[src/assert_macros.svh]
// Assertion macros shared by the RTL files.
// Depends on nothing; included by files that carry assertions.
`ifndef ASSERT_MACROS_SVH
`define ASSERT_MACROS_SVH

// expression holds at every clock edge outside reset
`define ASSERT_ALWAYS(label, clk, rst, expr) \
   label: assert property (@(posedge clk) disable iff (rst) (expr)) \
      else $error("assertion failed");

// consequent holds in the cycle after the antecedent
`define ASSERT_NEXT(label, clk, rst, ante, cons) \
   label: assert property (@(posedge clk) disable iff (rst) (ante) |=> (cons)) \
      else $error("assertion failed");

`endif

[src/krgb_pkg.sv]
// Shared types, constants and kernel arithmetic of the 3x3 RGB filter.
// No dependencies.
`timescale 1ns / 1ps
package krgb_pkg;

   localparam int PIX_W       = 32;
   localparam int SUM_W       = 13;
   localparam int COL_W       = 12;
   localparam int ROW_W       = 16;
   localparam int TOTAL_W     = 23;
   localparam int WCFG_W      = 11;
   localparam int HCFG_W      = 12;
   localparam int WEFF_W      = 13;
   localparam int CSR_DATA_W  = 12;
   localparam int CSR_IDX_W   = 2;
   localparam int QUEUE_DEPTH = 4;
   localparam int QPTR_W      = 2;
   localparam int QCNT_W      = 3;
   localparam logic [ROW_W-1:0] ROW_MAX = '1;

   localparam logic [CSR_IDX_W-1:0] REG_WIDTH  = 2'd0;
   localparam logic [CSR_IDX_W-1:0] REG_HEIGHT = 2'd1;
   localparam logic [CSR_IDX_W-1:0] REG_MODE   = 2'd2;

   typedef enum logic [1:0] {
      MODE_BOX     = 2'd0,
      MODE_GAUSS   = 2'd1,
      MODE_SHARPEN = 2'd2,
      MODE_EMBOSS  = 2'd3
   } mode_type;

   // coefficients, row-major, column 2 newest
   localparam logic signed [4:0] KERNEL [4][9] = '{
      '{ 5'sd1,  5'sd1, 5'sd1,   5'sd1,  5'sd1,  5'sd1,  5'sd1, 5'sd1, 5'sd1 },
      '{ 5'sd1,  5'sd2, 5'sd1,   5'sd2,  5'sd4,  5'sd2,  5'sd1, 5'sd2, 5'sd1 },
      '{ 5'sd0, -5'sd2, 5'sd0,  -5'sd2,  5'sd8, -5'sd2,  5'sd0, -5'sd2, 5'sd0 },
      '{-5'sd2, -5'sd1, 5'sd0,  -5'sd1,  5'sd1,  5'sd1,  5'sd0, 5'sd1, 5'sd2 }
   };

   // box divide: (s * BOX_RECIP) >> BOX_SHIFT is floor(s/9) or one below
   localparam logic [8:0] BOX_RECIP = 9'd455;
   localparam int         BOX_SHIFT = 12;
   localparam logic [11:0] NINE     = 12'd9;

   // one word from the front to the window stage
   typedef struct packed {
      logic             push;      // item enters the window stage
      logic [COL_W-1:0] col;
      logic [PIX_W-1:0] pix;
      logic             result;    // item yields a result word
      logic             border;
      logic             frame_end;
      mode_type         mode;
   } front_item_type;

   // one queue entry
   typedef struct packed {
      logic signed [SUM_W-1:0] sum_r;
      logic signed [SUM_W-1:0] sum_g;
      logic signed [SUM_W-1:0] sum_b;
      logic [PIX_W-1:0]        center;
      logic                    border;
      logic                    frame_end;
      mode_type                mode;
   } queue_entry_type;

   function automatic logic signed [SUM_W-1:0] channel_sum(input logic [7:0] px [9],
                                                          input mode_type m);
      logic signed [SUM_W-1:0] acc;
      acc = '0;
      for (int i = 0; i < 9; i++) begin
         acc = acc + $signed({5'b0, px[i]}) * KERNEL[m][i];
      end
      return acc;
   endfunction

endpackage

[src/krgb_back.sv]
// Output stage: divides or clamps the kernel sums (a border pixel passes its center through) and holds the result word.
// Depends on krgb_pkg.
`timescale 1ns / 1ps
module krgb_back (
   input  logic                       clock,
   input  logic                       reset,
   input  krgb_pkg::queue_entry_type  head,
   input  logic                       empty,
   output logic                       pop,
   input  logic                       rsp_stall,
   output logic                       rsp_valid,
   output logic [7:0]                 rsp_out_red,
   output logic [7:0]                 rsp_out_green,
   output logic [7:0]                 rsp_out_blue,
   output logic [7:0]                 rsp_out_alpha,
   output logic                       rsp_frame_end
);
   import krgb_pkg::*;

   logic       valid_ff;
   logic [7:0] red_ff, green_ff, blue_ff, alpha_ff;
   logic       fe_ff;
   logic [7:0] red_n, green_n, blue_n;

   function automatic logic [7:0] finish(input logic signed [SUM_W-1:0] s,
                                         input mode_type m);
      logic [11:0] u;
      logic [20:0] prod;
      logic [7:0]  q;
      logic [11:0] rem;
      u    = s[11:0];
      prod = 21'(u) * 21'(BOX_RECIP);
      q    = prod[BOX_SHIFT+7:BOX_SHIFT];
      rem  = u - 12'(q) * NINE;
      case (m)
         MODE_BOX:   return (rem >= NINE) ? q + 8'd1 : q;
         MODE_GAUSS: return u[11:4];
         default: begin
            if (s < 0) return 8'd0;
            else if (s > SUM_W'(255)) return 8'hFF;
            else return s[7:0];
         end
      endcase
   endfunction

   assign pop = !empty && (!valid_ff || !rsp_stall);

   always_comb begin
      if (head.border) begin
         red_n   = head.center[7:0];
         green_n = head.center[15:8];
         blue_n  = head.center[23:16];
      end else begin
         red_n   = finish(head.sum_r, head.mode);
         green_n = finish(head.sum_g, head.mode);
         blue_n  = finish(head.sum_b, head.mode);
      end
   end

   always_ff @(posedge clock) begin
      if (pop) begin
         red_ff   <= red_n;
         green_ff <= green_n;
         blue_ff  <= blue_n;
         alpha_ff <= head.center[31:24];
         fe_ff    <= head.frame_end;
      end
   end

   always_ff @(posedge clock) begin
      if (reset) begin
         valid_ff <= 1'b0;
      end else if (pop) begin
         valid_ff <= 1'b1;
      end else if (!rsp_stall) begin
         valid_ff <= 1'b0;
      end
   end

   assign rsp_valid     = valid_ff;
   assign rsp_out_red   = red_ff;
   assign rsp_out_green = green_ff;
   assign rsp_out_blue  = blue_ff;
   assign rsp_out_alpha = alpha_ff;
   assign rsp_frame_end = fe_ff;

endmodule

[config.mk]
export PLATFORM = sky130hd
export DESIGN_NAME = krgb_back
export DESIGN_NICKNAME = d
export VERILOG_FILES = /design/src/assert_macros.svh /design/src/krgb_pkg.sv /design/src/krgb_back.sv
export SDC_FILE = /design/constraint.sdc
export NUM_CORES = 1
export LEC_CHECK = 0
export BUFFER_PORTS_ARGS = -buffer_cell sky130_fd_sc_hd__buf_2
export CAP_MARGIN = 25
export CORE_MARGIN = 3
export CORE_UTILIZATION = 62
export DETAILED_ROUTE_END_ITERATION = 6
export HOLD_SLACK_MARGIN = 0.06
export PLACE_DENSITY_LB_ADDON = 0.2
export SLEW_MARGIN = 20
export SYNTH_ARGS = -nofsm -noshare
export SYNTH_HDL_FRONTEND = slang
export SYNTH_SLANG_ARGS = --single-unit
[constraint.sdc]
create_clock -name clock -period 10.1 [get_ports clock]
set_input_delay 2.02 -clock clock [delete_from_list [all_inputs] [get_ports clock]]
set_output_delay 2.02 -clock clock [all_outputs]
set_load 0.05 [all_outputs]
### After elaboration in Yosys (flattened, before gate mapping)

Index checks and enable logic that the tools add are counted.

| storage, ports and cells | value |
|---|---|
| register bits | 34 |
| input bits | 79 |

| operators by class | value |
|---|---|
| order comparisons | 9 |
| reduce and logical (&&, ||, !) cells | 6 |
| multipliers | 6 |
| equal/unequal tests | 2 |
| multiplexer cells | 17 |
| $add $sub $neg | 6 |

Operator list:

| operator | count |
|---|---|
| $mux 8 | 12 |
| $mul 12x9->20 const B | 3 |
| $pmux 8 s2 | 3 |
| $gt 13x9->1 const B | 3 |
| $lt 13x1->1 const B | 3 |
| $ge 12x4->1 const B | 3 |
| $mul 8x4->12 const B | 3 |
| $sub 12x12->12 | 3 |
| $add 8x1->8 const B | 3 |
| $logic_not 1->1 | 3 |
| $eq 2x1->1 const B | 1 |
| $logic_not 2->1 | 1 |
| $mux 1 | 2 |
| $ne 2x2->1 const B | 1 |
| $logic_and 1x1->1 | 1 |
| $logic_or 1x1->1 | 1 |

### Depth between registers and ports, before layout

| depth | value |
|---|---|
| word-level depth | 7 |
| gate-level depth with buffers | 31 |
| mapped depth without buffers | 29 |

### Worst setup path before layout

OpenSTA, ideal clock, no wires.

| timing path | value |
|---|---|
| path type | input port to flip-flop |
| from | in head[59] (netlist bit) |
| to | reg green_ff[4] (netlist: rsp_out_green[4]) (data pin) |
| required time | 9839 ps |
| stages | 28 |
| path slack | 1111 ps |
| buffers on the path | 0 |
| arrival time | 8728 ps |
| cells stage by stage | inv_1 fa_1 inv_1 ha_1 fa_1 inv_1 fa_1 inv_1 ha_1 and4_1 o211a_1 a2111oi_2 o21ai_1 a31o_2 xor2_1 ha_1 fa_1 inv_1 ha_1 a21o_1 a2111o_1 a31oi_1 xnor2_1 a21oi_2 o31ai_2 nor2_1 xor2_1 a221o_1 |

| between the ends | value |
|---|---|
| cells in the longest elaborated chain, start to end | 7 |

RTL lines:

| element | line | source |
|---|---|---|
| start, declared | krgb_back.sv:7 | `input krgb_pkg::queue_entry_type head,` |
| $mul 12x9->20 | krgb_back.sv:32 | `prod = 21'(u) * 21'(BOX_RECIP);` |
| $mul 8x4->12 | krgb_back.sv:34 | `rem = u - 12'(q) * NINE;` |
| $sub 12x12->12 | krgb_back.sv:34 |  |
| $ge 12x4->1 | krgb_back.sv:36 | `MODE_BOX: return (rem >= NINE) ? q + 8'd1 : q;` |
| $mux 8 | krgb_back.sv:36 |  |
| $pmux 8 s2 * | krgb_back.sv:35 | `case (m)` |
| $mux 8 * | krgb_back.sv:49 | `if (head.border) begin` |
| via green_n[4] | krgb_back.sv:23 | `logic [7:0] red_n, green_n, blue_n;` |
| end signal, assigned | krgb_back.sv:63 | `green_ff <= green_n;` |
| end, declared | krgb_back.sv:21 | `logic [7:0] red_ff, green_ff, blue_ff, alpha_ff;` |

Mark *: on every way through the listed nets, which the timed path passes. The rest lies on a longest branch.
A chain may end at the register's enable or synchronous reset.

### Worst setup path in the final report

| timing path | value |
|---|---|
| from | in head[51] (netlist bit) |
| to | reg green_ff[4] (netlist: rsp_out_green[4]) (data pin) |

Same word-level chain as after synthesis.

==> metrics list <==
- Largest buffer count on any clock path: 2
* # setup viols final: 0
- Most frequent cells after synthesis: inv_1, ha_1, fa_1, a21oi_1, nand2_1
- The tightest hold path in the finished design has a slack of 0.5029 ns.
- Synthesis inferred 34 register bits.
* Total GRT Usage: 0.2854
- Yosys cell types: 83
* Cell Area, Synth: 10590 um^2
* Length of routed met3 wiring: 1875 um
- Yosys mapped a number of flops with a built-in enable equal to 33.
- Vias in the first global route: 8761
- Met1 WL: 12120 um
- When the netlist entered floorplanning its net count stood at 1622.
- Crit path required time: 10.13 ns
* Share of async-settable or async-resettable flops after synthesis: 0
* Clock Sinks: 34
* Leading cell types by total area after synthesis: ha_1, fa_1, inv_1, edfxtp_1, xnor2_1
- Final setup TNS: 0 ns
* Final Critical Period: 9.589 ns
- Worst hold endpoint: rsp_valid
* Die ar.: 18680 um^2
- The tree is rooted in a clkbuf_16.
- After technology mapping, the gate count stands at 1225.
- The worst setup path is captured at a register.
- Dividing the synthesized area by the synthesized cell count gives 8.641 um^2.
- Worst setup slack after placement: 0.2577 ns
- Post-synth top area cell: ha_1
* Critical path arrival: 9.62 ns
- Crit path largest cell delay: 0.55 ns
- TritonCTS clock tree: done
- RSZ-0062 raised after global routing: false
- Global route total overflow: 0
- Entering global routing, the biggest net connects 35 pins.
- CP Launch Type: input pin
* Highest routed metal layer: met4
- Worst-path clk slew: 0.06 ns
- The worst register-to-register path begins at rsp_valid.
- In the synthesized netlist the dominant register cell turns out to be edfxtp_1.
- The slowest stage of the critical path belongs to the cell fa_1.
- Routability-driven placement finished with a final weighted congestion of 0.9218.
- The run finished with clean final reports.
* Proportion of synthesized chip area in sequential cells: 0.09551
- Max_cap viols: 0
* Routed WL per cell: 17.05 um
- The worst hold path passes through 2 cells.
* Number of antenna violations at the first check in global routing: 0
- In the post-synthesis netlist, the cell with the most instances is inv_1.
- In this run the count of I/O pins placed on the die edge is 114.
* Max frequency: 104.3 MHz
- Chip width: 136.7 um
* Initial standard-cell utilization of the core: 0.6360
* Iteration count of the initial detailed-routing pass: 6
- Final worst-path setup slack: 0.5113 ns
* Area growth syn-to-layout: 10.07%
- The worst register-to-register path has a depth of 2.
* TritonCTS buffer count: 5
* Number of levels the H-tree was split into: 2
- The max-slew violation count is 0.
- Crit Path Category: input pin to register
* Count of input and output buffers: 113
* First-pass GRT wire length: 42860 um
- Vias: 9011
- Warning count from the yosys run: 0
- After detailed routing, the number of remaining DRC violations is 0.
- Share of cells above drive strength 1: 0.1262
- At the end of the flow, the number of nets in the layout was 1743.
- Final Routed Wirelength: 26710 um
- Buf/Inv on CP: 6
* Core Footprint: 16640 um^2
- Std-Cell Rows: 47
* Hold_sp: rsp_valid
- Die span in y: 136.7 um
* Total count of hold-check failures in the final report: 0
- In this design, the critical path's most frequently occurring cell is inv_1.
* Area share of the largest cell type after synthesis: 0.2660
- Path type of the worst min-delay path: register to register
* CP Launch Point: head[51]
* Period utilization: 0.9494
* Worst Clk Skew: 0.007016 ns
* Endpoint of the most critical register-to-register path: rsp_out_blue[3]
- Max transition margin: 0.4055
- Layout Utilization: 0.7001
* Antenna viol nets, final: 0
* Insertion delay of the later-clocked pin in the worst-skew pair: 0.28 ns
- On the critical path the largest part of the delay comes from adder cells.
* Number of design-rule violations left by the first detailed-router iteration: 849
* Routed length on met2: 12420 um
- Worst-margin pin slew: 0.8857 ns
- Setup slack on the worst reg-to-reg path comes out at 8.87 ns.
- In the routed layout, each cell is associated on average with a via count of 5.750.
* Highest net fanout along the worst path: 10
* Estimated wirelength of the detail-placed design: 22760 um
* N_diodes: 0
==> cells by family after synthesis <==
| logic type | synth area share |
|---|---|
| and+or+nand+nor | 0.1139 |
| AOI/OAI and AO/OA | 0.1695 |
| muxes | 0.007920 |
| adders and majority gates | 0.4418 |
| DFF | 0.09551 |
| buffers and inverters | 0.1092 |
| xor gates and xnor gates | 0.06206 |
==> sequential cells by signal, summed over array words and instances, names as in the netlist <==
name           count
rsp_out_alpha      8
rsp_valid          1
rsp_out_red        8
rsp_out_blue       8
rsp_out_green      8
rsp_frame_end      1
==> cells in the final DEF (no fill, tap or decap), drive strengths merged, types with 33 or more instances in the layout <==
master / netlist / layout
ha: 225 / 225
inv: 283 / 283
nor2: 42 / 42
fa: 93 / 93
xnor2: 38 / 38
xor2: 34 / 34
edfxtp: 33 / 33
a21oi: 65 / 65
buf: 4 / 131
nand2: 57 / 57
o21ai: 58 / 58
==> worst register-to-register path, delay by kind of cell, from the launching register on <==
kind,cells,cell delay (ns)
buffers and inverters,1,0.42
AO/OA/AOI/OAI,1,0.11
flip-flops,1,0.34
==> layer usage <==
| layer | vias up | GRT usage |
|---|---|---|
| li1 | 4394 | - |
| met1 | 4266 | 0.4052 |
| met2 | 325 | 0.4775 |
| met3 | 26 | 0.03787 |
| met4 | 0 | 0.03863 |
| met5 | - | 0 |
==> what timing repair did <==
action,CTS,global route
hold buffers,0,0
resized for setup,0,1
endpoints found under the setup margin,0,3
setup buffers,0,0
==> layout make-up <==
type,count,area [um^2]
Multi-Input combinational cell,890,8439
Fill cell,1376,4991
Inverter,284,1066
Sequential cell,34,1011
Timing Repair Buffer,131,708.2
Tap cell,220,275.3
Clock buffer,6,138.9
Clock inverter,2,12.51
==> metrics by stage <==
| step | instances | area, um^2 |
|---|---|---|
| 2_1_floorplan | 1225 | 10590 |
| 5_1_grt | 1567 | 11650 |
| 3_5_place_dp | 1558 | 11480 |
| 3_3_place_gp | 1558 | 11480 |
| 4_1_cts | 1566 | 11630 |
| 6_report | 1567 | 11650 |
==> worst max path at each step <==
stage                                  end  cells past startpoint
after floorplan           rsp_out_green[4]                     28
after global placement      rsp_out_red[6]                     30
after detailed placement    rsp_out_red[6]                     30
after CTS                   rsp_out_red[6]                     30
after global routing        rsp_out_red[6]                     30
final                     rsp_out_green[4]                     30
Power is left out: the tool's default activity adds up to more than one toggle a clock period on the data nets, which glitch-free logic cannot reach.
