[src/assert_macros.svh]
// Assertion macros shared by the RTL files.
// Depends on nothing; included by files that carry assertions.
`ifndef ASSERT_MACROS_SVH
`define ASSERT_MACROS_SVH

// expression holds at every clock edge outside reset
`define ASSERT_ALWAYS(label, clk, rst, expr) \
   label: assert property (@(posedge clk) disable iff (rst) (expr)) \
      else $error("assertion failed");

// consequent holds in the cycle after the antecedent
`define ASSERT_NEXT(label, clk, rst, ante, cons) \
   label: assert property (@(posedge clk) disable iff (rst) (ante) |=> (cons)) \
      else $error("assertion failed");

`endif

[src/krgb_pkg.sv]
// Shared types, constants and kernel arithmetic of the 3x3 RGB filter.
// No dependencies.
`timescale 1ns / 1ps
package krgb_pkg;

   localparam int PIX_W       = 32;
   localparam int SUM_W       = 13;
   localparam int COL_W       = 12;
   localparam int ROW_W       = 16;
   localparam int TOTAL_W     = 23;
   localparam int WCFG_W      = 11;
   localparam int HCFG_W      = 12;
   localparam int WEFF_W      = 13;
   localparam int CSR_DATA_W  = 12;
   localparam int CSR_IDX_W   = 2;
   localparam int QUEUE_DEPTH = 4;
   localparam int QPTR_W      = 2;
   localparam int QCNT_W      = 3;
   localparam logic [ROW_W-1:0] ROW_MAX = '1;

   localparam logic [CSR_IDX_W-1:0] REG_WIDTH  = 2'd0;
   localparam logic [CSR_IDX_W-1:0] REG_HEIGHT = 2'd1;
   localparam logic [CSR_IDX_W-1:0] REG_MODE   = 2'd2;

   typedef enum logic [1:0] {
      MODE_BOX     = 2'd0,
      MODE_GAUSS   = 2'd1,
      MODE_SHARPEN = 2'd2,
      MODE_EMBOSS  = 2'd3
   } mode_type;

   // coefficients, row-major, column 2 newest
   localparam logic signed [4:0] KERNEL [4][9] = '{
      '{ 5'sd1,  5'sd1, 5'sd1,   5'sd1,  5'sd1,  5'sd1,  5'sd1, 5'sd1, 5'sd1 },
      '{ 5'sd1,  5'sd2, 5'sd1,   5'sd2,  5'sd4,  5'sd2,  5'sd1, 5'sd2, 5'sd1 },
      '{ 5'sd0, -5'sd2, 5'sd0,  -5'sd2,  5'sd8, -5'sd2,  5'sd0, -5'sd2, 5'sd0 },
      '{-5'sd2, -5'sd1, 5'sd0,  -5'sd1,  5'sd1,  5'sd1,  5'sd0, 5'sd1, 5'sd2 }
   };

   // box divide: (s * BOX_RECIP) >> BOX_SHIFT is floor(s/9) or one below
   localparam logic [8:0] BOX_RECIP = 9'd455;
   localparam int         BOX_SHIFT = 12;
   localparam logic [11:0] NINE     = 12'd9;

   // one word from the front to the window stage
   typedef struct packed {
      logic             push;      // item enters the window stage
      logic [COL_W-1:0] col;
      logic [PIX_W-1:0] pix;
      logic             result;    // item yields a result word
      logic             border;
      logic             frame_end;
      mode_type         mode;
   } front_item_type;

   // one queue entry
   typedef struct packed {
      logic signed [SUM_W-1:0] sum_r;
      logic signed [SUM_W-1:0] sum_g;
      logic signed [SUM_W-1:0] sum_b;
      logic [PIX_W-1:0]        center;
      logic                    border;
      logic                    frame_end;
      mode_type                mode;
   } queue_entry_type;

   function automatic logic signed [SUM_W-1:0] channel_sum(input logic [7:0] px [9],
                                                          input mode_type m);
      logic signed [SUM_W-1:0] acc;
      acc = '0;
      for (int i = 0; i < 9; i++) begin
         acc = acc + $signed({5'b0, px[i]}) * KERNEL[m][i];
      end
      return acc;
   endfunction

endpackage

[src/krgb_front.sv]
// Front end: configuration registers, frame counters and item classification.
// Depends on krgb_pkg.
`timescale 1ns / 1ps
module krgb_front #(
   parameter int MAX_LINE = 1024
) (
   input  logic                             clock,
   input  logic                             reset,
   input  logic                             csr_write,
   input  logic [krgb_pkg::CSR_IDX_W-1:0]   csr_index,
   input  logic [krgb_pkg::CSR_DATA_W-1:0]  csr_data,
   input  logic                             accept,
   input  logic                             flush_req,
   input  logic [krgb_pkg::PIX_W-1:0]       pix_in,
   output krgb_pkg::front_item_type         item
);
   import krgb_pkg::*;

   localparam logic [WEFF_W-1:0] MAX_W = WEFF_W'(MAX_LINE);

   logic [WCFG_W-1:0]  width_ff, width_in;
   logic [HCFG_W-1:0]  height_ff, height_in;
   mode_type           mode_ff, mode_in;
   logic [TOTAL_W-1:0] total_ff, total_in;
   logic [COL_W-1:0]   col_ff, col_in;
   logic [ROW_W-1:0]   row_ff, row_in;
   logic [TOTAL_W-1:0] emit_ff, emit_in;

   logic [WEFF_W-1:0]  w_eff, w_eff_in;
   logic [HCFG_W-1:0]  h_eff, h_eff_in;
   logic               clr;
   logic [COL_W-1:0]   col_e;
   logic [ROW_W-1:0]   row_e;
   logic [TOTAL_W-1:0] emit_e, emit_n;
   logic               flush, ignore, wrap;

   function automatic logic [WEFF_W-1:0] eff_width(input logic [WCFG_W-1:0] w);
      logic [WEFF_W-1:0] x;
      x = WEFF_W'(w);
      if (x == '0) x = WEFF_W'(1);
      else if (x > MAX_W) x = MAX_W;
      return x;
   endfunction

   always_comb begin
      width_in  = width_ff;
      height_in = height_ff;
      mode_in   = mode_ff;
      if (csr_write) begin
         case (csr_index)
            REG_WIDTH:  width_in  = csr_data[WCFG_W-1:0];
            REG_HEIGHT: height_in = csr_data[HCFG_W-1:0];
            REG_MODE:   mode_in   = mode_type'(csr_data[1:0]);
            default:    ;
         endcase
      end
      w_eff_in = eff_width(width_in);
      h_eff_in = (height_in == '0) ? HCFG_W'(1) : height_in;
      total_in = TOTAL_W'(w_eff_in) * TOTAL_W'(h_eff_in);
   end

   always_comb begin
      w_eff  = eff_width(width_ff);
      h_eff  = (height_ff == '0) ? HCFG_W'(1) : height_ff;
      // frame already complete (sizes shrank): start over
      clr    = emit_ff >= total_ff;
      col_e  = clr ? '0 : col_ff;
      row_e  = clr ? '0 : row_ff;
      emit_e = clr ? '0 : emit_ff;

      ignore = flush_req && (row_e < ROW_W'(h_eff));
      flush  = flush_req || (row_e >= ROW_W'(h_eff));

      item.push   = !ignore;
      item.col    = col_e;
      item.pix    = flush ? '0 : pix_in;
      item.mode   = mode_ff;
      item.result = (row_e >= ROW_W'(2)) || (row_e == ROW_W'(1) && col_e != '0);
      // a column at or past a shrunk width counts as right edge
      item.border = (col_e < COL_W'(2)) || (WEFF_W'(col_e) >= w_eff) ||
                    (row_e < ROW_W'(2)) || (row_e >= ROW_W'(h_eff));

      emit_n = emit_e + TOTAL_W'(item.result);
      item.frame_end = item.result && (emit_n >= total_ff);

      wrap = (WEFF_W'(col_e) + WEFF_W'(1)) >= w_eff;

      col_in  = col_ff;
      row_in  = row_ff;
      emit_in = emit_ff;
      if (accept) begin
         if (ignore) begin
            col_in  = col_e;
            row_in  = row_e;
            emit_in = emit_e;
         end else if (item.frame_end) begin
            col_in  = '0;
            row_in  = '0;
            emit_in = '0;
         end else begin
            col_in  = wrap ? '0 : col_e + COL_W'(1);
            row_in  = (wrap && row_e != ROW_MAX) ? row_e + ROW_W'(1) : row_e;
            emit_in = emit_n;
         end
      end
   end

   always_ff @(posedge clock) begin
      if (reset) begin
         width_ff  <= WCFG_W'(640);
         height_ff <= HCFG_W'(480);
         mode_ff   <= MODE_BOX;
         total_ff  <= TOTAL_W'(640 * 480);
         col_ff    <= '0;
         row_ff    <= '0;
         emit_ff   <= '0;
      end else begin
         width_ff  <= width_in;
         height_ff <= height_in;
         mode_ff   <= mode_in;
         total_ff  <= total_in;
         col_ff    <= col_in;
         row_ff    <= row_in;
         emit_ff   <= emit_in;
      end
   end

endmodule

[config.mk]
export PLATFORM = sky130hd
export DESIGN_NAME = krgb_front
export DESIGN_NICKNAME = d
export VERILOG_FILES = /design/src/assert_macros.svh /design/src/krgb_pkg.sv /design/src/krgb_front.sv
export SDC_FILE = /design/constraint.sdc
export NUM_CORES = 1
export LEC_CHECK = 0
export BUFFER_PORTS_ARGS = -buffer_cell sky130_fd_sc_hd__clkbuf_2
export CAP_MARGIN = 30
export CORE_ASPECT_RATIO = 1.75
export CORE_MARGIN = 2
export CORE_UTILIZATION = 59
export CTS_CLUSTER_DIAMETER = 120
export DETAILED_ROUTE_END_ITERATION = 10
export PLACE_DENSITY = 0.84
export SETUP_SLACK_MARGIN = 0.1
export SYNTH_ARGS = -nofsm -noshare
export SYNTH_HDL_FRONTEND = slang
export SYNTH_SLANG_ARGS = --single-unit
[constraint.sdc]
create_clock -name clock -period 16.65 [get_ports clock]
set_input_delay 4.1625 -clock clock [delete_from_list [all_inputs] [get_ports clock]]
set_output_delay 4.1625 -clock clock [all_outputs]
set_load 0.02 [all_outputs]
== Yosys cells after proc, flatten, opt, wreduce, memory -nomap -nowiden ==
Cells that the tools add are included.

* Bits in registers: 99
* Input port bits: 51
* Output and inout bits: 50
* Word-level logic and storage cells: 66

* Add/sub/neg operators: 4
* $mul: 1
* Magnitude comparators: 11
* Equal/unequal tests: 4
* Muxes and demuxes: 22
* Reduce and logical (&&, ||, !) cells: 17

{| class="wikitable"
|+ Operators with widths
! kind !! count
|-
| $mux 12 || 8
|-
| $mux 23 || 3
|-
| $mux 11 || 6
|-
| $mux 16 || 4
|-
| $ge 23x23->1 || 2
|-
| $mux 32 || 1
|-
| $logic_not 12->1 || 2
|-
| $add 23x1->23 || 1
|-
| $mul 13x12->23 || 1
|-
| $gt 11x11->1 const B || 2
|-
| $logic_not 11->1 || 2
|-
| $add 16x1->16 const B || 1
|-
| $eq 16x1->1 const B || 1
|-
| $ge 16x12->1 || 1
|-
| $ge 16x2->1 const B || 1
|-
| $lt 16x12->1 || 1
|-
| $lt 16x2->1 const B || 1
|-
| $ne 16x16->1 const B || 1
|-
| $add 12x1->13 const B || 1
|-
| $ge 12x13->1 || 1
|-
| $ge 13x13->1 || 1
|-
| $add 12x1->12 const B || 1
|-
| $lt 12x2->1 const B || 1
|-
| $reduce_bool 12->1 || 1
|-
| 7 further kinds || 14
|}

== Depth between registers and ports, before layout ==
Gate-level depths: netlist of the first run.

* Depth in word-level cells: 10
* Depth in mapped cells: 36

== Least setup slack after synthesis of the first run ==
Ideal clock, no wire load.

* Path kind: input -> register
* From: in csr_index[1] (netlist bit)
* To: reg total_ff[22]
* Setup time: 0.128 ns
* Data arrival time: 10.295 ns
* Required time: 16.522 ns
* Setup slack: 6.227 ns
* Stages on the path: 25
* Path buffers: 2
* Cell sequence: nand3b_1 -> buf_2 -> mux2_2 -> or4_1 -> o31a_1 -> clkbuf_1 -> nand2b_1 -> fa_1 -> inv_1 -> fa_1 -> fa_1 -> inv_1 -> fa_1 -> inv_1 -> fa_1 -> ha_1 -> and2_1 -> a311oi_1 -> nand2_1 -> o211ai_1 -> and2_1 -> o31ai_1 -> a21oi_1 -> xnor2_1 -> nor2_1

* Longest elaborated chain between the ends: 7

{| class="wikitable"
|+ Ends and longest elaborated chain
! item !! line !! source
|-
| from (decl) || krgb_front.sv:10 || <nowiki>input logic [krgb_pkg::CSR_IDX_W-1:0] csr_index,</nowiki>
|-
| $logic_not 2->1 || krgb_front.sv:50 || <nowiki>case (csr_index)</nowiki>
|-
| $mux 11 || krgb_front.sv:50 ||
|-
| $mux 11 || krgb_front.sv:49 || <nowiki>if (csr_write) begin</nowiki>
|-
| $gt 11x11->1 || krgb_front.sv:41 || <nowiki>else if (x > MAX_W) x = MAX_W;</nowiki>
|-
| $mux 11 || krgb_front.sv:41 ||
|-
| $mux 11 || krgb_front.sv:40 || <nowiki>if (x == '0) x = WEFF_W'(1);</nowiki>
|-
| $mul 13x12->23 (*) || krgb_front.sv:59 || <nowiki>total_in = TOTAL_W'(w_eff_in) * TOTAL_W'(h_eff_in);</nowiki>
|-
| to (signal assigned) || krgb_front.sv:113 || <nowiki>total_ff <= TOTAL_W'(640 * 480);</nowiki>
|-
| to (signal assigned) || krgb_front.sv:121 || <nowiki>total_ff <= total_in;</nowiki>
|-
| to (decl) || krgb_front.sv:24 || <nowiki>logic [TOTAL_W-1:0] total_ff, total_in;</nowiki>
|}

Mark *: on every way between the ends. The rest lies on a longest branch, timed or not.
A chain may end at the register's enable or synchronous reset.

==> impl_results.md, run 1 <==
- Die Wd: 108 um
- Worst VDD drop: 0.0626 mV
- Setup TNS Final: 0 ns
- #FFs+latches synth: 99
- Critical path buffers and inverters: 4
- Dpl ws: 5.58 ns
- Synthesized cell area: 11200 um^2
- Area Overhead vs Synth: 9.30%
- Post-Route WL: 31.5 mm
- Syn Area/Cell: 8.21 um^2
- Max Slew Vio Count: 0
- CTS Sinks: 99
- Skew final: 0.0125 ns
- Design area: 12300 um^2
- TritonRoute pass-1 iters: 7
- CP delay by family, top: simple AND/OR/NAND/NOR gates
- Status: finished clean
- Slew headroom: 0.338
- Top Metal Used: met4
- TritonCTS clock tree: built
- Commonest non-fill, non-tap cells in the layout: 160 x nor2_1, 159 x inv_1, 148 x ha_1, 138 x nand2_1, 100 x clkbuf_2
- Worst Path Max Fanout: 21
- Starting density of the core: 0.604
- Antenna violations before repair: 0
- Final WS setup: 5.17 ns
- H-tree depth: 3
- Worst hold path type: reg2reg
- Post-synth ARST share: 0
- Netlist cell types: 66
- Share of layout cells above drive strength 1: 0.110
- Worst EP required: 12.49 ns
- Largest area contributor in the netlist: dfxtp_1
- Commonest non-fill, non-tap cell in the layout: nor2_1
- Cell count after synthesis: 1367
- ANT nets after route: 0
- Hold_ws: 0.509 ns
- All-layer global routing usage: 0.320
- Setup crit end kind: primary output
- Post-CTS Hold Buffers: 0
- Max-cap violations: 0
- Post-DP HPWL: 25.0 mm
- CP arrival: 7.32 ns
- Vias/cell: 6.13
- Longest Clk Path Bufs: 2
- Routed wl met2: 16.1 mm
- Post-Place Cell Area: 11900 um^2
- I/O pin cnt: 101
- Startpoint types: flop
- Largest net degree at the start of global routing: 64
- RSZ-0062 raised after global routing: false
- Area contributors post-synth: dfxtp_1 18%, ha_1 17%, fa_1 16%, nor2_1 5.4%, inv_1 5.3%
- DRT iter0 DRCs: 640
- Cells resized by post-CTS repair: 0
- # diodes: 0
- DRC Markers: 0
- Leakage: 6.09 nW
- Clock-pin slew on the worst setup and hold paths: 0.07 ns
- Most used cell, CP: ha_1
- # Post-CTS Setup Buffers: 0
- Setup CP Type: reg2out
- Row count: 66
- WL/cell: 18.7 um
- CTS buffer count: 9
- Core Region: 18600 um^2
- Fin nets: 1729
- Met1 wire length: 11.0 mm
- Register area share after synthesis: 0.177
- Tcrit/Tclk final: 0.689
- EDFF count, synth: 0
- Fmax: 87.1 MHz
- Post-Syn Nets: 1655
- Port Buffer Count: 100
- Final Wtd Congestion: 0.989
- Slowest CP cell: o32ai_1
- Vias in the first global route: 10.5k
- Die Y-Extent: 186 um
- Fillcell total: 1587
- Remaining Overflow, GRT: 0
- Synth warn: 0
- Full die area: 20200 um^2
- Vias: 10.3k
- Metal3 WL: 1.60 mm
- Worst-Margin Slew: 0.989 ns
- Main synth FF type: dfxtp_1
- Crit path time final: 11.48 ns
- Setup-failing EPs final: 0
- First-pass GRT wire length: 50.9 mm
- Post-synth top area share: 0.177
- Skew-Pair Late Insertion Delay: 0.36 ns
- CP max stage delay: 0.70 ns
- Pwr Total: 863 uW
- Cell Pwr Density: 70.3 nW/um^2
- CTS root buf: clkbuf_16
- Final hold vios: 0
[worst min-delay path: stages, from the launching register on]
cell	delay [ns]
dfxtp_1	0.33
mux2i_1	0.07
nor2_1	0.07
[flip-flops by register name, indices dropped and copies added, names as in the netlist]
signal and flops:
emit_ff 23, total_ff 23, row_ff 16, col_ff 12, height_ff 12, width_ff 11, mode_ff 2
[final cells by class]
cell class                 instances  area, um^2  area share
sequential                        99        1980       0.162
timing repair buffer             111         583      0.0475
multi-input combinational       1061        8470       0.691
clock buffer                      10         239      0.0195
clock inverter                     6        96.3     0.00785
inverter                         159         597      0.0487
tap                              238         298      0.0243
[worst paths after layout]
path | from | to | slack [ns] | cells past startpoint
setup / recovery | emit_ff[16] | item[2] | 5.17 | 29
hold / removal | mode_ff[1] | mode_ff[1] | 0.51 | 2
setup reg to reg | emit_ff[16] | col_ff[2] | 8.41 | 31
hold reg to reg | mode_ff[1] | mode_ff[1] | 0.51 | 2
[metrics by stage]
step | utilization | cells
6_report | 0.660 | 1684
5_1_grt | 0.660 | 1684
4_1_cts | 0.660 | 1684
3_5_place_dp | 0.642 | 1668
3_3_place_gp | 0.642 | 1668
2_1_floorplan | - | 1367
[power breakdown]
group	switching, mW	internal (mW)
logic	0.220	0.143
registers	0.00579	0.252
clock network	0.104	0.138
[cell usage after synthesis, types with 19 or more instances]
| library cell | n |
|---|---|
| xnor2_1 | 19 |
| dfxtp_1 | 99 |
| and3_1 | 38 |
| nor2_1 | 160 |
| nand3_1 | 36 |
| mux2i_1 | 25 |
| nand2_1 | 138 |
| and2_1 | 43 |
| ha_1 | 148 |
| a21oi_1 | 42 |
| clkbuf_1 | 33 |
| xor2_1 | 25 |
| fa_1 | 89 |
| o21ai_0 | 33 |
| inv_1 | 159 |
| nand4_1 | 21 |
| nor3_1 | 27 |
[logic make-up after synthesis]
family | synth area share
xor+xnor | 0.0343
buf+inv | 0.0706
compound gates | 0.129
mux | 0.0333
fa+ha+maj | 0.324
flops | 0.177
simple gates | 0.233
[routing by layer]
metal / track usage / up-vias
met2: 0.567 / 459
met1: 0.336 / 4922
li1: - / 4787
met5: 0 / -
met4: 0.249 / 0
met3: 0.0321 / 156
Note: power is estimated with default switching activity, not from simulation.
==> run 2: changes to the inputs <==
Settings changed: CORE_UTILIZATION 59 to 56.
Clock period 16.65 ns to 9.7 ns, I/O delays scaled along.
==> run 2 against run 1 <==
  * Global-route usage down 2.7 points
  * Cell count up 1.4%
  * First-iteration DRC count up 14%
  * Sequential power up 72%
  * Clock skew up 0.0033 ns
  * Flip-flop and latch count unchanged
  * Count of clock-buffer cells in the layout up 1
  * Critical path depth unchanged
  * Die area up 5.2%
  * Wire length down 1.4%
  * Power up 69%
  * Critical path type unchanged
  * Largest power group unchanged
==> impl_results.md, run 2 (same netlist as run 1, synthesis figures left out) <==
- Post-DP HPWL: 24.9 mm
- Final Wtd Congestion: 0.972
- Status: finished clean
- P_int: 909 uW
- Worst Path Max Fanout: 21
- TritonRoute pass-1 iters: 5
- Longest Clk Path Bufs: 2
- CTS root buf: clkbuf_16
- Remaining Overflow, GRT: 0
- I/O pin cnt: 101
- Area Overhead vs Synth: 10.5%
- DRC Markers: 0
- Sequential Power Share: 0.303
- Max-cap violations: 0
- Leakage: 6.16 nW
- Post-Route WL: 31.0 mm
- Antenna violations before repair: 0
- Cells resized by post-CTS repair: 0
- Fmax: 109 MHz
- Worst EP required: 7.28 ns
- Clock-pin slew on the worst setup and hold paths: 0.07 ns
- Fin nets: 1746
- Worst VDD drop: 0.110 mV
- Die Y-Extent: 191 um
- Crit path time final: 9.21 ns
- Starting density of the core: 0.571
- Reg2Reg Depth: 30
- Post-CTS Hold Buffers: 0
- Vias/cell: 6.04
- H-tree depth: 3
- CTS buffer count: 9
- RSZ-0062 raised after global routing: false
- Internal reg-to-reg setup slack: 2.41 ns
- Tcrit/Tclk final: 0.949
- # diodes: 0
- TritonCTS clock tree: built
- Skew final: 0.0158 ns
- Worst hold path type: reg2reg
- Combinational Power Share: 0.426
- Final hold vios: 0
- Most used cell, CP: ha_1
- Clock network fraction of total power: 0.271
- Setup-failing EPs final: 0
- Share of layout cells above drive strength 1: 0.121
- Reg-to-Reg Start: emit_ff[2]
- Setup TNS Final: 0 ns
- Setup crit end kind: primary output
- Die Wd: 111 um
- Largest net degree at the start of global routing: 64
- Vias in the first global route: 10.4k
- Sw Ratio: 0.377
- ANT nets after route: 0
- Hold_ws: 0.501 ns
- Setup CP Type: reg2out
- Hold Startpoint: row_ff[5]
- Vias: 10.3k
- Port Buffer Count: 100
- CP arrival: 6.78 ns
- Core Region: 19700 um^2
- Net Switching: 551 uW
- CP max stage delay: 0.43 ns
- DRT iter0 DRCs: 729
- # Post-CTS Setup Buffers: 0
- Skew-Pair Late Insertion Delay: 0.36 ns
- Commonest non-fill, non-tap cells in the layout: 159 x inv_1, 159 x nor2_1, 148 x ha_1, 138 x nand2_1, 100 x clkbuf_2
- Full die area: 21200 um^2
- Top flop regs: emit_ff x23, total_ff x23, row_ff x16
- Cell Pwr Density: 118 nW/um^2
- First-pass GRT wire length: 50.0 mm
- Slew headroom: 0.328
- Max Slew Vio Count: 0
- Slowest CP cell: dfxtp_1
- CTS Sinks: 99
- Worst-Margin Slew: 1.00 ns
- Hold EP: row_ff[5]
- Reg-to-reg endpoint: emit_ff[7]
- WL/cell: 18.2 um
- Startpoint types: flop
- Row count: 68
- WHS Path Cells: 1
- All-layer global routing usage: 0.293
-- run 2: through the flow --
step	cell area, um^2	setup WS [ns]	total power [mW]	utilization	instances
after floorplan	11200	1.01	0.878	-	1367
after global placement	12100	0.555	1.05	0.614	1692
after detailed placement	12100	0.354	1.06	0.614	1692
after CTS	12400	0.223	1.46	0.630	1708
after global routing	12400	0.161	1.55	0.631	1708
final	12400	0.494	1.46	0.631	1708
-- run 2: worst max path at each step --
stage,from,to,slack (ns),cells past startpoint
finish,emit_ff[2],item[2],0.49,29
global route,total_ff[21],item[2],0.16,30
CTS,total_ff[21],item[2],0.22,29
detailed placement,csr_index[1],total_ff[22],0.35,25
global placement,csr_index[1],total_ff[22],0.55,25
floorplan,csr_index[1],total_ff[22],1.01,25
-- run 2: critical path, delay by kind of cell (launching register included) --
kind                     cells  cell delay (ns)
AO/OA/AOI/OAI                9             1.92
XOR/XNOR                     1             0.14
adder cells (fa/ha/maj)      5             1.30
buffers and inverters        4             0.75
flip-flops                   1             0.43
AND/OR/NAND/NOR             10             1.84
-- run 2: power by group through the flow --
stage / registers [mW] / logic (mW) / clock network, mW
after global placement: 0.451 / 0.598 / 0
after detailed placement: 0.452 / 0.611 / 0
final: 0.443 / 0.622 / 0.395
after CTS: 0.443 / 0.617 / 0.398
after floorplan: 0.449 / 0.429 / 0
after global routing: 0.445 / 0.691 / 0.411
-- run 2: cell type report --
cell class	count	area [um^2]
multi-input combinational	1061	8490
tap	245	307
sequential	99	1980
inverter	159	597
clock inverter	5	85.1
clock buffer	11	233
timing repair buffer	128	711
fill	1660	7250
-- run 2: per-layer routing --
metal / vias up / global-route usage / wire, um
met5: - / 0 / 0
met4: 0 / 0.186 / 2100
met1: 4931 / 0.305 / 10800
li1: 4833 / - / -
met3: 126 / 0.0279 / 1580
met2: 424 / 0.559 / 16500
