### config.mk
export PLATFORM = sky130hd
export DESIGN_NAME = krgb_queue
export DESIGN_NICKNAME = d
export VERILOG_FILES = /design/src/krgb_pkg.sv /design/src/krgb_queue.sv
export VERILOG_INCLUDE_DIRS = /design/src /design/src/src
export SDC_FILE = /design/constraint.sdc
export NUM_CORES = 1
export LEC_CHECK = 0
export BUFFER_PORTS_ARGS = -buffer_cell sky130_fd_sc_hd__buf_4
export CAP_MARGIN = 20
export CORE_MARGIN = 2
export CORE_UTILIZATION = 40
export DETAILED_ROUTE_END_ITERATION = 16
export PLACE_DENSITY_LB_ADDON = 0.05
export SLEW_MARGIN = 30
export SYNTH_ARGS = -nofsm -noshare
export SYNTH_HDL_FRONTEND = slang
export SYNTH_SLANG_ARGS = --single-unit
export TNS_END_PERCENT = 1
### constraint.sdc
create_clock -name clock -period 5.1 [get_ports clock]
set_input_delay 0.255 -clock clock [delete_from_list [all_inputs] [get_ports clock]]
set_output_delay 0.255 -clock clock [all_outputs]
set_load 0.1 [all_outputs]
### src/assert_macros.svh
// Assertion macros shared by the RTL files.
// Depends on nothing; included by files that carry assertions.
`ifndef ASSERT_MACROS_SVH
`define ASSERT_MACROS_SVH

// expression holds at every clock edge outside reset
`define ASSERT_ALWAYS(label, clk, rst, expr) \
   label: assert property (@(posedge clk) disable iff (rst) (expr)) \
      else $error("assertion failed");

// consequent holds in the cycle after the antecedent
`define ASSERT_NEXT(label, clk, rst, ante, cons) \
   label: assert property (@(posedge clk) disable iff (rst) (ante) |=> (cons)) \
      else $error("assertion failed");

`endif

### src/krgb_pkg.sv
// Shared types, constants and kernel arithmetic of the 3x3 RGB filter.
// No dependencies.
`timescale 1ns / 1ps
package krgb_pkg;

   localparam int PIX_W       = 32;
   localparam int SUM_W       = 13;
   localparam int COL_W       = 12;
   localparam int ROW_W       = 16;
   localparam int TOTAL_W     = 23;
   localparam int WCFG_W      = 11;
   localparam int HCFG_W      = 12;
   localparam int WEFF_W      = 13;
   localparam int CSR_DATA_W  = 12;
   localparam int CSR_IDX_W   = 2;
   localparam int QUEUE_DEPTH = 4;
   localparam int QPTR_W      = 2;
   localparam int QCNT_W      = 3;
   localparam logic [ROW_W-1:0] ROW_MAX = '1;

   localparam logic [CSR_IDX_W-1:0] REG_WIDTH  = 2'd0;
   localparam logic [CSR_IDX_W-1:0] REG_HEIGHT = 2'd1;
   localparam logic [CSR_IDX_W-1:0] REG_MODE   = 2'd2;

   typedef enum logic [1:0] {
      MODE_BOX     = 2'd0,
      MODE_GAUSS   = 2'd1,
      MODE_SHARPEN = 2'd2,
      MODE_EMBOSS  = 2'd3
   } mode_type;

   // coefficients, row-major, column 2 newest
   localparam logic signed [4:0] KERNEL [4][9] = '{
      '{ 5'sd1,  5'sd1, 5'sd1,   5'sd1,  5'sd1,  5'sd1,  5'sd1, 5'sd1, 5'sd1 },
      '{ 5'sd1,  5'sd2, 5'sd1,   5'sd2,  5'sd4,  5'sd2,  5'sd1, 5'sd2, 5'sd1 },
      '{ 5'sd0, -5'sd2, 5'sd0,  -5'sd2,  5'sd8, -5'sd2,  5'sd0, -5'sd2, 5'sd0 },
      '{-5'sd2, -5'sd1, 5'sd0,  -5'sd1,  5'sd1,  5'sd1,  5'sd0, 5'sd1, 5'sd2 }
   };

   // box divide: (s * BOX_RECIP) >> BOX_SHIFT is floor(s/9) or one below
   localparam logic [8:0] BOX_RECIP = 9'd455;
   localparam int         BOX_SHIFT = 12;
   localparam logic [11:0] NINE     = 12'd9;

   // one word from the front to the window stage
   typedef struct packed {
      logic             push;      // item enters the window stage
      logic [COL_W-1:0] col;
      logic [PIX_W-1:0] pix;
      logic             result;    // item yields a result word
      logic             border;
      logic             frame_end;
      mode_type         mode;
   } front_item_type;

   // one queue entry
   typedef struct packed {
      logic signed [SUM_W-1:0] sum_r;
      logic signed [SUM_W-1:0] sum_g;
      logic signed [SUM_W-1:0] sum_b;
      logic [PIX_W-1:0]        center;
      logic                    border;
      logic                    frame_end;
      mode_type                mode;
   } queue_entry_type;

   function automatic logic signed [SUM_W-1:0] channel_sum(input logic [7:0] px [9],
                                                          input mode_type m);
      logic signed [SUM_W-1:0] acc;
      acc = '0;
      for (int i = 0; i < 9; i++) begin
         acc = acc + $signed({5'b0, px[i]}) * KERNEL[m][i];
      end
      return acc;
   endfunction

endpackage

### src/krgb_queue.sv
// Short result queue between the window stage and the output stage.
// Depends on krgb_pkg and assert_macros.svh.
`timescale 1ns / 1ps
`include "assert_macros.svh"
module krgb_queue (
   input  logic                        clock,
   input  logic                        reset,
   input  logic                        push,
   input  krgb_pkg::queue_entry_type   push_entry,
   input  logic                        pop,
   output krgb_pkg::queue_entry_type   head,
   output logic                        empty,
   output logic                        full
);
   import krgb_pkg::*;

   queue_entry_type   slot_ff [QUEUE_DEPTH];
   logic [QPTR_W-1:0] wr_ff, rd_ff;
   logic [QCNT_W-1:0] count_ff;

   assign head  = slot_ff[rd_ff];
   assign empty = count_ff == '0;
   assign full  = count_ff == QCNT_W'(QUEUE_DEPTH);

   always_ff @(posedge clock) begin
      if (push) slot_ff[wr_ff] <= push_entry;
   end

   always_ff @(posedge clock) begin
      if (reset) begin
         wr_ff    <= '0;
         rd_ff    <= '0;
         count_ff <= '0;
      end else begin
         if (push) wr_ff <= wr_ff + QPTR_W'(1);
         if (pop)  rd_ff <= rd_ff + QPTR_W'(1);
         count_ff <= count_ff + QCNT_W'(push) - QCNT_W'(pop);
      end
   end

   `ASSERT_ALWAYS(a_count_bound, clock, reset, count_ff <= QCNT_W'(QUEUE_DEPTH))
   `ASSERT_ALWAYS(a_no_overflow, clock, reset, !(push && full && !pop))
   `ASSERT_ALWAYS(a_no_underflow, clock, reset, !(pop && empty))
   `ASSERT_NEXT(a_fill, clock, reset, push && !pop, count_ff == $past(count_ff) + QCNT_W'(1))

endmodule

# Word level (Yosys, flattened, before mapping)
# Memories as Yosys holds them, arrays and structs flattened. A register that Yosys moved wholly into a read port is not among the register bits.
# Index checks and enable logic that the tools add are counted.
# word_totals
in_bits,79
reg_bits,7
out_inout_bits,77
ramBits,300
n_memories,1
word_cells,14
rom_bits,0
latchBits,0
# memory_table
memory,depth,width,read_ports,rd_ports_with_merged_regs,write_ports,line,text
slot_ff,4,75,1,1,1,krgb_queue.sv:17,queue_entry_type slot_ff [QUEUE_DEPTH];
# classes
mux,4
eq_ne,1
div,0
reduce_logical,1
n_shift,0
bitwise,0
add_sub_neg,4
n_mul,0
magnitude_cmp,0
# ops
operator,count
$add A2 B1 Y2 const B,2
$mux W2,2
$add A3 B1 Y3,1
$eq A3 B3 Y1 const B,1
$logic_not A3 Y1,1
$sub A3 B1 Y3,1
$mux W1,2

# Depth between registers and ports, before layout
# Gate-level depths: netlist (run 1).
# logic_depth
ltp_word,3
ltp_mapped,7
mapped_depth_nobuf,7

# Least setup slack after synthesis (run 1)
# Ideal clock, no wire load.
# synth_timing
path_type,register -> register
from,register wr_ff[0]
to,memory slot_ff[0][0] (netlist bit) (enable)
arrival_ns,2.294
n_path_buf,0
path_stages_with_launch,4
setup_ns,0.441
period_less_slack_ns,2.735
required_time_ns,4.659
slack_ns,2.365
path_cell_list,dfxtp_1 > inv_1 > ha_1 > and2_1
# synth_lines
item,line,text
from (decl),krgb_queue.sv:18,"logic [QPTR_W-1:0] wr_ff, rd_ff;"
from (signal assigned),krgb_queue.sv:35,if (push) wr_ff <= wr_ff + QPTR_W'(1);
to (decl),krgb_queue.sv:17,
# No word-level cell before the write port.

==> impl_metrics.ini, run 1 <==
[sta]
maxSlewViolCount = 0
rsz0062_at_grt = no
setup_tns_ns = 0
fmax_ghz = 0.349
period_needed_ns = 2.86
relSlewSlack_pct = 51.5
final_hold_viol_count = 0
finalClockSkew_ns = 0.0105
worst_slack_ns = 2.24
setup_viol = 0
fin_crit_sh_pct = 56.2
worst_pin_slew_ns = 0.727

[layout]
area_growth_pct = 30.4
stdcell_area_mm2 = 0.0147
drive_above_1_share_pct = 40.6
nNetsFinal = 778
num_antenna_cells = 0

[grt]
antenna_found_initial = 0
globalRoute.totalOverflow = 0
grt_max_degree = 46
grt_pass1_vias = 5939
grt_use_total_pct = 15.0
grt_pass1_wl_um = 33000

[synth]
netlist_area_mm2 = 0.0113
ys_seq_elements = 309
synth_top_family_by_area = multiplexers
synth-edff-count = 300
synthXorXnorAreaFrac_pct = 0.367
syn_inst = 433
synthMuxAreaShare_pct = 15.1
synthArstFlopShare_pct = 0
synth_top_cell_area_share_pct = 80.0
yosysSeqAreaShare_pct = 81.6
yosys-top-cells-count = edfxtp_1 (300), mux4_2 (75), dfxtp_1 (9)
synthTopCellsByArea = edfxtp_1 (80%), mux4_2 (15%), dfxtp_1 (1.6%)
syn_avg_cell_area_um2 = 26.0
synth-simple-area-share_pct = 0.667
synth_warnings = 0
synth_compound_area_share_pct = 0.133
synth_nets = 519
ys_types = 21
yosysTopAreaCell = edfxtp_1
synthFlopType = edfxtp_1
synthAdderAreaFrac_pct = 0.845
synth_most_common_cell = edfxtp_1

[clock_network]
cts_max_level = 2
cts_buffers = 34
cts.repair.resized = 0
clockBufferDepth = 3
insertion_delay_ns = 0.49
postCtsSetupBuffers = 0
clockRootBuffer = clkbuf_16
clock_sinks = 309
clk_pin_slew_ns = 0.06
cts_tree = done
ctsHoldBuffers = 76

[power]
seqPwrFrac_pct = 45.3
power_switching_mw = 1.89
combPwrFrac_pct = 19.7
p_sw_share_pct = 28.8
vdd_drop_max_mv = 0.373
power.density_mw_per_mm2 = 446
leakage_nw = 5.01
p_int_mw = 4.66
pwr-share-clk_pct = 35.0

[die]
die_y_um = 172
initial_core_util_pct = 40.5
io-pin-count = 156
dieArea_mm2 = 0.0295
core-area_mm2 = 0.0278
die_width_um = 172
rows = 61

[route]
drcViolationCount = 0
drt_pass1_iterations = 4
num_vias = 5299
drtAntennaViolNets = 0
drt_wl_total_um = 21700
dr.first_iter.drc_count = 303
viasPerCell = 4.84
post_drt_wl_per_cell_um = 19.8

[setup_path]
r2r_slack_ns = 2.91
cp.required_ns = 4.85
cp-start-kind = flip-flop
slowest_delay_ns = 0.69
crit_path_cell_trace = buf_4 > mux4_2 > buf_4
r2r_end = slot_ff[1][31]$_DFFE_PP_
cp-end-kind = output pin
r2r_cells = 3
crit_type = reg -> out
crit_path_end = head[45]
critPathTopFamily = buffers and inverters
worst-path-max-fanout = 43
crit_top_cell = buf_4
worstPathBufferInverterCount = 2
crit_cells = 3
worstPathArrival_ns = 2.61
r2r_start = wr_ff[0]$_SDFFE_PP0P_
crit_slowest_cell = dfxtp_4

[placement]
port_buffers = 155
post-place-ws_ns = 2.46
routabilityCongestion = 0.670
place_area_mm2 = 0.0128
dp_hpwl_um = 12200

[outcome]
status = finished, final reports clean

[hold_path]
hp-class = in -> reg

[run]
cap_violations = 0
-- per-layer routing --
layer,up-vias,share of wire (%),track usage (%)
met5,-,0,0
met4,0,1.9,4.13
met3,41,5.7,3.68
met2,140,49,25.0
met1,2744,44,19.7
li1,2374,-,-
-- flip-flops by register name, indices dropped and copies added (netlist names), named ones only --
signal / cells
slot_ff: 300
count_ff: 3
rd_ff: 2
wr_ff: 2
-- tightest hold or removal path: cells and delay by family --
kind          cells  cell delay, ns
xor+xnor          1            0.09
simple gates      1            0.08
buf+inv           1            0.11
-- power groups by stage --
stage               combinational [mW]  sequential (mW)  clock [mW]
floorplan                        0.983             3.00           0
global placement                  1.23             3.03           0
detailed placement                1.24             3.03           0
CTS                               1.29             2.98        2.35
global route                      1.35             2.98        2.45
finish                            1.29             2.96        2.29
-- cell families after synthesis --
group | Yosys count
simple gates | 14
flops | 309
xor+xnor | 3
fa+ha+maj | 7
mux | 76
compound gates | 2
buf+inv | 22
-- per-stage QoR --
step | std cells | hold WS [ns] | util (%) | power (mW)
detailed placement | 957 | 0.458 | 46.2 | 4.27
global placement | 957 | 0.453 | 46.2 | 4.26
CTS | 1093 | 0.0630 | 52.8 | 6.62
finish | 1094 | 0.0815 | 52.8 | 6.54
floorplan | 433 | 0.327 | - | 3.98
global route | 1094 | 0.102 | 52.8 | 6.78
-- worst min path at each step --
stage                    from                        to  cells past startpoint  slack, ns
2_1_floorplan           reset    count_ff[0]$_SDFF_PP0_                      1       0.33
3_3_place_gp    push_entry[4]   slot_ff[3][4]$_DFFE_PP_                      1       0.45
3_5_place_dp   push_entry[33]  slot_ff[2][33]$_DFFE_PP_                      1       0.46
4_1_cts                   pop     rd_ff[0]$_SDFFE_PP0P_                      3       0.06
5_1_grt                   pop                 flip-flop                      3       0.10
6_report                  pop     rd_ff[0]$_SDFFE_PP0P_                      3       0.08
-- final cells by class --
| class | count | area (um2) |
|---|---|---|
| sequential | 309 | 9200 |
| tap | 378 | 473 |
| clock inverter | 13 | 83.8 |
| fill | 2255 | 13100 |
| inverter | 6 | 22.5 |
| multi-input combinational | 102 | 1940 |
| timing repair buffer | 239 | 2000 |
| clock buffer | 47 | 973 |
-- cell usage in the layout, fill, tap and decap left out, types with 2 or more instances in the layout --
cell type      synthesis  routed
and2_4                 0       4
clkinv_2               0       7
xnor2_1                2       2
clkinv_1               0       5
ha_1                   6       6
buf_4                  2     162
edfxtp_1             300     300
dfxtp_1                9       7
nor2_1                 5       5
inv_1                  6       6
clkbuf_1               2       9
dlygate4sd3_1          0      76
nor2b_1                2       2
clkbuf_16              0      37
dfxtp_4                0       2
mux4_2                75      75
Power figures use the tool's default switching activity.
==> run 2, diff against run 1 <==
Settings changed: ABC_AREA set to 1.
Clock period 5.1 ns to 2.6 ns, I/O delays scaled along.
==> impl_metrics.ini, run 2 <==
[run]
cap_violations = 0

[setup_path]
worstPathArrival_ns = 2.07
r2r_slack_ns = 0.83
cp.required_ns = 2.47
cp-start-kind = flip-flop
r2r_end = slot_ff[3][57]$_DFFE_PP_
cp-end-kind = output pin
r2r_start = wr_ff[0]$_SDFFE_PP0P_
worst-path-max-fanout = 120
r2r_cells = 4
crit_type = reg -> out

[sta]
relSlewSlack_pct = 58.3
setup_tns_ns = 0
fin_crit_sh_pct = 84.7
rsz0062_at_grt = no
worst_slack_ns = 0.398
finalClockSkew_ns = 0.00793
maxSlewViolCount = 0
setup_viol = 0
period_needed_ns = 2.20
hold_slack_ns = 0.359
final_hold_viol_count = 0
fmax_ghz = 0.454
worst_pin_slew_ns = 0.626

[outcome]
status = finished, final reports clean

[synth]
synth_nets = 1017
syn_avg_cell_area_um2 = 13.1
yosysSeqAreaShare_pct = 75.2
netlist_area_mm2 = 0.0122
synthFlopType = edfxtp_1
synth_most_common_cell = edfxtp_1
ys_seq_elements = 309
yosysTopAreaCell = edfxtp_1
synth_warnings = 0
synth-edff-count = 300
yosys-top-cells-count = edfxtp_1 (300), inv_1 (166), nand2_1 (158)
syn_inst = 931
ys_types = 18
synth_top_cell_area_share_pct = 73.7
synthArstFlopShare_pct = 0
synthTopCellsByArea = edfxtp_1 (74%), inv_1 (5.1%), nand2_1 (4.9%)

[power]
leakage_nw = 6.09
vdd_drop_max_mv = 0.394
power.density_mw_per_mm2 = 808

[die]
rows = 64
die_y_um = 179
io-pin-count = 156
initial_core_util_pct = 40.3
core-area_mm2 = 0.0303
dieArea_mm2 = 0.0320
die_width_um = 179

[clock_network]
cts_max_level = 2
cts_tree = done
cts_buffers = 35
clockRootBuffer = clkbuf_16
postCtsSetupBuffers = 0
clockBufferDepth = 3
clk_pin_slew_ns = 0.05
cts.repair.resized = 0
ctsHoldBuffers = 79
clock_sinks = 309
insertion_delay_ns = 0.49

[layout]
finalNonFillerCells = 1589
num_antenna_cells = 0
largest_reg_flops = 300
drive_above_1_share_pct = 18.4
regMostFlops = slot_ff
top_regs = slot_ff (300), count_ff (3)
nNetsFinal = 1256
final_common_cell = edfxtp_1
area_growth_pct = 27.9
final_cell_mix = edfxtp_1 (300), inv_1 (162), buf_4 (162)

[grt]
globalRoute.totalOverflow = 0
grt_use_total_pct = 15.5
grt_pass1_vias = 7127
grt_max_degree = 121
grt_pass1_wl_um = 38300
antenna_found_initial = 0

[route]
drcViolationCount = 0
num_vias = 7358
post_drt_wl_per_cell_um = 15.4
dr.first_iter.drc_count = 476
drtAntennaViolNets = 0
viasPerCell = 4.63
drt_pass1_iterations = 7
drt_wl_total_um = 24400

[placement]
port_buffers = 155
placed_cells = 1450
routabilityCongestion = 0.689
post-place-ws_ns = 0.734
dp_hpwl_um = 13800

[hold_path]
hp-class = in -> reg
holdPathEnd = count_ff[1]$_SDFF_PP0_
min-delay-start = reset
hold_depth = 3
run 2: worst max-delay path, cell delays in order, from the launching register on:
cell and delay (ns):
dfxtp_4 0.49, buf_12 0.43, o211ai_1 0.16, nand2_1 0.16, buf_4 0.31
run 2: worst max-delay path by stage:
stage | from | end | slack (ns)
6_report | flip-flop | head[71] | 0.40
5_1_grt | flip-flop | head[69] | 0.20
4_1_cts | flip-flop | head[54] | 0.35
3_5_place_dp | wr_ff[0]$_SDFFE_PP0P_ | slot_ff[3][62]$_DFFE_PP_ | 0.73
3_3_place_gp | wr_ff[0]$_SDFFE_PP0P_ | slot_ff[3][62]$_DFFE_PP_ | 0.76
2_1_floorplan | count_ff[1]$_SDFF_PP0_ | empty | 0.1
run 2: metrics by stage:
stage / total power [mW] / utilization, % / instance area, um2
floorplan: 7.68 / - / 12200
detailed placement: 8.30 / 45.6 / 13800
CTS: 12.8 / 51.5 / 15600
global route: 13.1 / 51.5 / 15600
finish: 12.6 / 51.5 / 15600
global placement: 8.30 / 45.6 / 13800
run 2: where the power goes:
group | total, mW | internal [mW] | switching (mW)
logic | 2.50 | 0.583 | 1.91
clock network | 4.38 | 2.59 | 1.79
registers | 5.77 | 5.70 | 0.0696
run 2: routing by layer:
metal / up-vias / global-route usage [%] / wire, um
li1: 3715 / - / -
met1: 3465 / 21.3 / 11300
met2: 146 / 25.5 / 11600
met3: 32 / 2.69 / 1070
met4: 0 / 4.37 / 421
met5: - / 0 / 0
run 2: final cells by class:
type,count,area [um2]
Sequential cell,309,9200
Clock inverter,11,45.0
Clock buffer,49,971
Multi-Input combinational cell,406,2080
Tap cell,396,495
Inverter,166,628
Fill cell,2660,14700
Timing Repair Buffer,252,2230
run 2: kinds of logic after synthesis:
family | count (synthesis) | share of synthesized area (%)
buffers and inverters | 216 | 7.86
flip-flops | 309 | 75.2
AO/OA/AOI/OAI | 235 | 11.2
adder cells (fa/ha/maj) | 7 | 0.778
AND/OR/NAND/NOR | 164 | 5.06
==> run 3, diff against run 2 <==
Settings changed: ABC_AREA 1 to 0.
Clock period 2.6 ns to 1.8 ns, I/O delays scaled along.
==> impl_metrics.ini, run 3 (synthesized netlist as in run 1, its figures left out) <==
[layout]
finalNonFillerCells = 1117
top_regs = slot_ff (300), count_ff (3)
area_growth_pct = 38.0
final_util_pct = 55.9
drive_above_1_share_pct = 42.1
largest_reg_flops = 300
regMostFlops = slot_ff
fillers = 2191
final_cell_mix = edfxtp_1 (300), buf_4 (90), dlygate4sd3_1 (79)
nNetsFinal = 799
final-seq-area_mm2 = 0.00920
final_common_cell = edfxtp_1
num_antenna_cells = 0
multiInputGateArea_mm2 = 0.00195

[setup_path]
worstPathArrival_ns = 1.97
r2r_start = count_ff[0]$_SDFF_PP0_
worst-path-max-fanout = 7
crit_type = reg -> out
cp-end-kind = output pin
cp.required_ns = 1.71
cp-start-kind = flip-flop

[outcome]
status = finished with violations
failed_checks = setup timing

[grt]
grt_pass1_wl_um = 33900
grt_max_degree = 47
globalRoute.totalOverflow = 0
grt_use_total_pct = 15.5
grt_pass1_vias = 5911
antenna_found_initial = 0

[clock_network]
clock_sinks = 309
insertion_delay_ns = 0.50
clockRootBuffer = clkbuf_16
cts_buffers = 34
clk_pin_slew_ns = 0.06
cts_tree = done
cts_max_level = 2
clockBufferDepth = 3

[sta]
worst_slack_ns = -0.258
fmax_ghz = 0.486
relSlewSlack_pct = 77.7
rsz0062_at_grt = yes
setup_tns_ns = -16.39
fin_crit_sh_pct = 114
setup_viol = 75
maxSlewViolCount = 0
final_hold_viol_count = 0
worst_pin_slew_ns = 0.335
period_needed_ns = 2.06
finalClockSkew_ns = 0.0160

[power]
leakage_nw = 5.33
vdd_drop_max_mv = 0.747
power.density_mw_per_mm2 = 1230

[route]
post_drt_wl_per_cell_um = 20.3
drt_wl_total_um = 22700
drcViolationCount = 0
viasPerCell = 4.86
dr.first_iter.drc_count = 382
drt_pass1_iterations = 4
num_vias = 5431
drtAntennaViolNets = 0

[hold_path]
hp-class = in -> reg
min-delay-start = push_entry[14]

[placement]
routabilityCongestion = 0.679
placed_cells = 966
port_buffers = 155
dp_hpwl_um = 12300
post-place-ws_ns = -0.0117

[die]
die_y_um = 172
dieArea_mm2 = 0.0295
initial_core_util_pct = 40.5
core-area_mm2 = 0.0278
die_width_um = 172
io-pin-count = 156
rows = 61

[run]
cap_violations = 0
## run 3: cell types whose count changed in the layout (fill, tap and decap cells not counted), sizes merged, moves of 2 or more
cell,before,now
a21oi,81,1
and2,0,4
buf,173,178
clkbuf,49,52
clkinv,15,12
inv,162,6
mux4,0,75
nand2,158,0
nor2b,0,2
o211ai,75,0
o21ai,79,0
xnor2,0,2
## run 3: layout make-up
class	instances	area share (%)
clock inverter	13	0.524
sequential	309	59.2
timing repair buffer	260	18.2
clock buffer	49	6.32
inverter	6	0.145
multi-input combinational	102	12.6
tap	378	3.05
## run 3: worst paths after layout
kind                               to  cells past startpoint  slack, ns
max                          head[14]                      4      -0.26
min          slot_ff[2][14]$_DFFE_PP_                      2       0.33
max reg2reg    count_ff[2]$_SDFF_PP0_                      7       0.03
min reg2reg                 flip-flop                      2       0.54
## run 3: where the power goes
part	total, mW	leakage, nW	internal [mW]	switching, mW
clock network	6.47	0.521	3.93	2.55
registers	8.37	2.83	8.27	0.102
logic	4.18	1.98	1.39	2.80
## run 3: timing repair
item | in CTS | in global routing
hold buffers | 79 | 0
hold endpoints to repair | 309 | 0
setup endpoints to repair | 76 | 77
gates resized for setup | 83 | 10
gates cloned | 4 | 3
buffers inserted | 3 | 0
## run 3: critical path, stage by stage (launching register included)
cell,delay (ns)
dfxtp_4,0.38
buf_4,0.17
clkbuf_16,0.18
mux4_2,0.53
buf_6,0.21
## run 3: routing by layer
metal | global-route usage (%) | wire length [um]
met1 | 20.8 | 9890
met3 | 3.66 | 1180
met5 | 0 | 0
met2 | 25.7 | 11200
met4 | 4.20 | 396
## run 3: per-stage QoR
stage          hold slack (ns)  cell area, um2  power [mW]
3_5_place_dp             0.293           13100        12.2
2_1_floorplan            0.162           11300        11.3
3_3_place_gp             0.288           13100        12.2
4_1_cts                  0.308           15400        19.2
5_1_grt                  0.320           15500        19.7
6_report                 0.332           15500        19.0
